$ cat src/rtl/core/rsi_pkg.sv
// Shared types and constants for the ray/sphere intersection block.
// Used by rsi_front, rsi_sqrt_cell and ray_sphere_intersect.
package rsi_pkg;

  localparam int PosW   = 32;              // Q20.12 position
  localparam int DirW   = 16;              // Q1.14 direction
  localparam int RadW   = 31;              // unsigned Q19.12 radius
  localparam int OpW    = PosW + 1;        // center minus origin
  localparam int ProdW  = OpW + DirW;      // one term of op.dir, Q.26
  localparam int DotW   = ProdW + 2;       // sum of three terms
  localparam int BW     = DotW - 14;       // b in Q.12, signed
  localparam int BMagW  = BW;              // |b|
  localparam int BLoW   = 18;              // low split of |b|
  localparam int BHiW   = BMagW - BLoW;    // high split of |b|
  localparam int SqW    = 2 * PosW;        // one op square
  localparam int NegW   = SqW + 2;         // op.op
  localparam int R2W    = 2 * RadW;        // r*r
  localparam int RemW   = 77;              // discriminant / remainder, signed
  localparam int RootW  = 38;              // floor(sqrt) bits
  localparam int TW     = RootW + 2;       // b +/- s
  localparam int RoundBias = 8192;         // half of 2^14

  typedef struct packed {
    logic                    valid;
    logic                    miss;
    logic signed [BW-1:0]    b;
    logic [RemW-1:0]         rem;
    logic [RootW-1:0]        root;
  } sq_t;

endpackage

$ cat src/rtl/core/rsi_sqrt_cell.sv
// One cell of the square root chain: settles one root bit per cell.
// Depends on rsi_pkg.
module rsi_sqrt_cell #(
  parameter int BIT = 0
) (
  input  logic          clk,
  input  logic          rst,
  input  rsi_pkg::sq_t  in,
  output rsi_pkg::sq_t  out
);
  import rsi_pkg::*;

  logic [RemW-1:0] trial;
  logic            take;

  // (r + 2^k)^2 - r^2 = r*2^(k+1) + 2^(2k)
  always_comb begin
    trial = (RemW'(in.root) << (BIT + 1)) | (RemW'(1) << (2 * BIT));
    take  = in.rem >= trial;
  end

  always_ff @(posedge clk) begin
    if (rst) begin
      out.valid <= 1'b0;
    end else begin
      out.valid <= in.valid;
    end
  end

  always_ff @(posedge clk) begin
    out.miss <= in.miss;
    out.b    <= in.b;
    if (take) begin
      out.rem  <= in.rem - trial;
      out.root <= in.root | (RootW'(1) << BIT);
    end else begin
      out.rem  <= in.rem;
      out.root <= in.root;
    end
  end

endmodule

$ cat config.mk
export PLATFORM = sky130hd
export DESIGN_NAME = rsi_sqrt_cell
export DESIGN_NICKNAME = d
export VERILOG_FILES = /design/src/rtl/core/rsi_pkg.sv /design/src/rtl/core/rsi_sqrt_cell.sv
export SDC_FILE = /design/constraint.sdc
export NUM_CORES = 1
export LEC_CHECK = 0
export ABC_AREA = 1
export CAP_MARGIN = 30
export CORE_UTILIZATION = 54
export DETAILED_ROUTE_END_ITERATION = 10
export DONT_BUFFER_PORTS = 1
export GPL_TIMING_DRIVEN = 1
export PLACE_DENSITY = 0.71
export SLEW_MARGIN = 10
export SYNTH_ARGS = -nofsm -noshare
export SYNTH_HDL_FRONTEND = slang
export SYNTH_SLANG_ARGS = --single-unit
$ cat constraint.sdc
create_clock -name clk -period 3.3 [get_ports clk]
set_input_delay 0.495 -clock clk [delete_from_list [all_inputs] [get_ports clk]]
set_output_delay 0.495 -clock clk [all_outputs]
set_load 0.01 [all_outputs]
==> results.cfg <==
[status]
outcome = finished clean

[place]
numPortBuffers = 0
routabilityCongestion = 0.9814
postPlaceCellArea_mm2 = 0.009383
hpwl_mm = 27.15

[final_layout]
largest_reg_flops = 154
stdcell_area_mm2 = 0.01001
n_antenna_cell = 0
top_register = out
fin_nets = 1658
reg_top3 = out (154)
drive_gt1_frac = 0.07458
area_growth_syn_to_layout_pct = 9.084

[drt]
drc = 0
drtPass1Iterations = 5
drt-wirelength-per-cell_um = 19.19
drt-vias-per-instance = 5.361
drt_iter0_markers = 753
vias = 9087
postRouteAntennaNets = 0
routed_wl_mm = 32.53

[job]
maxCapViolations = 0

[pwr]
power_frac_clock = 0.400
p_comb_frac = 0.167
cellPowerDensity_mw_per_mm2 = 513.9
power.switching_mw = 1.709
p_sw_frac = 0.3323
pwr-share-seq = 0.433
peakVddDrop_v = 0.0003529
leakagePower_nw = 4.936
p_int_mw = 3.433

[floorplan]
io-pin-count = 310
die_w_um = 132.3
die_y_um = 132.3
rows = 47
fp.dieArea_mm2 = 0.01751
initial_utilization = 0.5531
core_area_mm2 = 0.01658

[yosys]
synthDistinctLibCells = 34
yosysMostFrequentCell = nand2_1
synth_ff_type = dfxtp_1
synth_top_cell_area_share = 0.3361
yosysSeqAreaShare = 0.3361
synth_edf_count = 0
syn_nets = 1647
synth_cells = 1451
synthesis.area_mm2 = 0.009173
yosys-top-cells-area = dfxtp_1 34%, nand2_1 21%, inv_1 11%
syn_area_per_cell_um2 = 6.322
async_flop_share = 0
yosysWarnings = 0
synth_area_leader_cell = dfxtp_1
synth_common_cells = 514 x nand2_1, 263 x inv_1, 171 x nor2_1
yosys_register_bits = 154

[min_path]
worstHoldPathType = primary input to flop
hold_depth = 0
min_to = out[149]
hp-start = in[149]

[sta]
setup_violations = 0
setup_tns_ns = 0
finalHoldViolCount = 0
worstMarginPinSlew_ns = 0.7620
period_needed_ns = 2.388
fin_crit_sh = 0.7236
max_freq_mhz = 418.8
rsz0062_at_grt = false
relSlewSlack = 0.4881
report.final.slew_viol_count = 0

[grt]
grt_usage = 0.3679
grt_max_degree = 64
grt_antenna_before_repair = 0
grt_pass1_wl_mm = 48.09
grt_pass1_vias = 8684
grt-ovfl-total = 0

[worst_setup_path]
start_kind = primary input
endpoint_kind = flop
crit_fanout = 40
worstPathRequired_ns = 3.65
crit_arrival_ns = 2.74
path_class = primary input to flop

[clocking]
cts_setup_buffers = 0
cts_root_buf = clkbuf_16
post_cts_resized = 0
cts_sinks = 154
cts_buffers = 17
path_clk_slew_ns = 0.07
tritoncts = done
clockBufferDepth = 2
postCtsHoldBufs = 0
h-tree-depth = 4
[worst max-delay path, stage by stage]
cell and delay [ns]:
inv_1 0.02, ha_1 0.34, nand3_1 0.11, nand3_2 0.16, nand2_1 0.12, nand2_2 0.14, nand2_1 0.11, nand2_2 0.09
nand2_1 0.15, nand3_2 0.14, nor2_4 0.17, buf_4 0.43, nand2_1 0.10, o21ai_1 0.14
[cells by family after synthesis]
family / count (synthesis) / synth area share
DFF: 154 / 0.3361
AOI/OAI and AO/OA: 121 / 0.08280
and+or+nand+nor: 818 / 0.3697
buffers and inverters: 283 / 0.1226
xor gates and xnor gates: 35 / 0.03342
adders and majority gates: 40 / 0.05538
[cell usage in the layout (no fill, tap or decap), types with 4 or more instances in the layout]
| cell type | Yosys | final |
|---|---|---|
| inv_1 | 263 | 263 |
| o21ai_1 | 30 | 30 |
| nor2_2 | 15 | 15 |
| clkinv_8 | 0 | 5 |
| nand3b_1 | 17 | 17 |
| o21ai_0 | 11 | 11 |
| nand2_1 | 514 | 514 |
| ha_1 | 39 | 39 |
| a21oi_2 | 29 | 29 |
| nor3_1 | 14 | 14 |
| xnor2_1 | 32 | 32 |
| o21bai_1 | 4 | 4 |
| dfxtp_1 | 154 | 154 |
| nand4_1 | 24 | 24 |
| nand2_2 | 6 | 6 |
| o21ai_2 | 8 | 8 |
| clkbuf_16 | 0 | 17 |
| inv_6 | 0 | 4 |
| inv_2 | 8 | 8 |
| nor2_1 | 171 | 171 |
| nand3_1 | 43 | 43 |
| a21oi_1 | 37 | 37 |
[routing by layer]
layer  share of wire  vias up  global-route usage  wire length, um
met5               0        -                   0                0
met3           0.090       81             0.09381             2935
li1                -     4438                   -                -
met2            0.47      453              0.6234            15440
met1            0.39     4115              0.4268            12630
met4           0.047        0              0.1928             1523
[through the flow]
stage               worst slack, ns  power, mW  instances  hold slack, ns  utilization
floorplan                     1.159      2.850       1451          0.5227            -
global placement             0.5086      3.096       1663          0.5228       0.5658
detailed placement           0.5141      3.109       1663          0.5228       0.5658
CTS                          0.9695      5.144       1695         0.06372       0.6034
global route                 0.7744      5.334       1695         0.05944       0.6034
finish                       0.9121      5.142       1695         0.07415       0.6034
[worst max path at each step]
stage / from / to / slack, ns
2_1_floorplan: in[10] / out[66] / 1.16
3_3_place_gp: in[1] / out[63] / 0.51
3_5_place_dp: in[1] / out[63] / 0.51
4_1_cts: in[1] / out[63] / 0.97
5_1_grt: in[37] / out[65] / 0.77
6_report: in[1] / out[64] / 0.91
[power groups by stage]
stage	Sequential (mW)	Clock [mW]	Combinational, mW
2_1_floorplan	2.23	0	0.621
3_3_place_gp	2.27	0	0.828
3_5_place_dp	2.27	0	0.838
4_1_cts	2.23	2.07	0.847
5_1_grt	2.24	2.15	0.946
6_report	2.23	2.06	0.858
[layout make-up]
type	count	area, um^2
tap	220	275.3
fill	1602	6578
multi-input combinational	1014	4965
sequential	154	3083
clock buffer	17	425.4
inverter	271	1017
timing repair buffer	4	42.54
clock inverter	15	197.7
No activity file was read; power rests on OpenSTA's default activity.
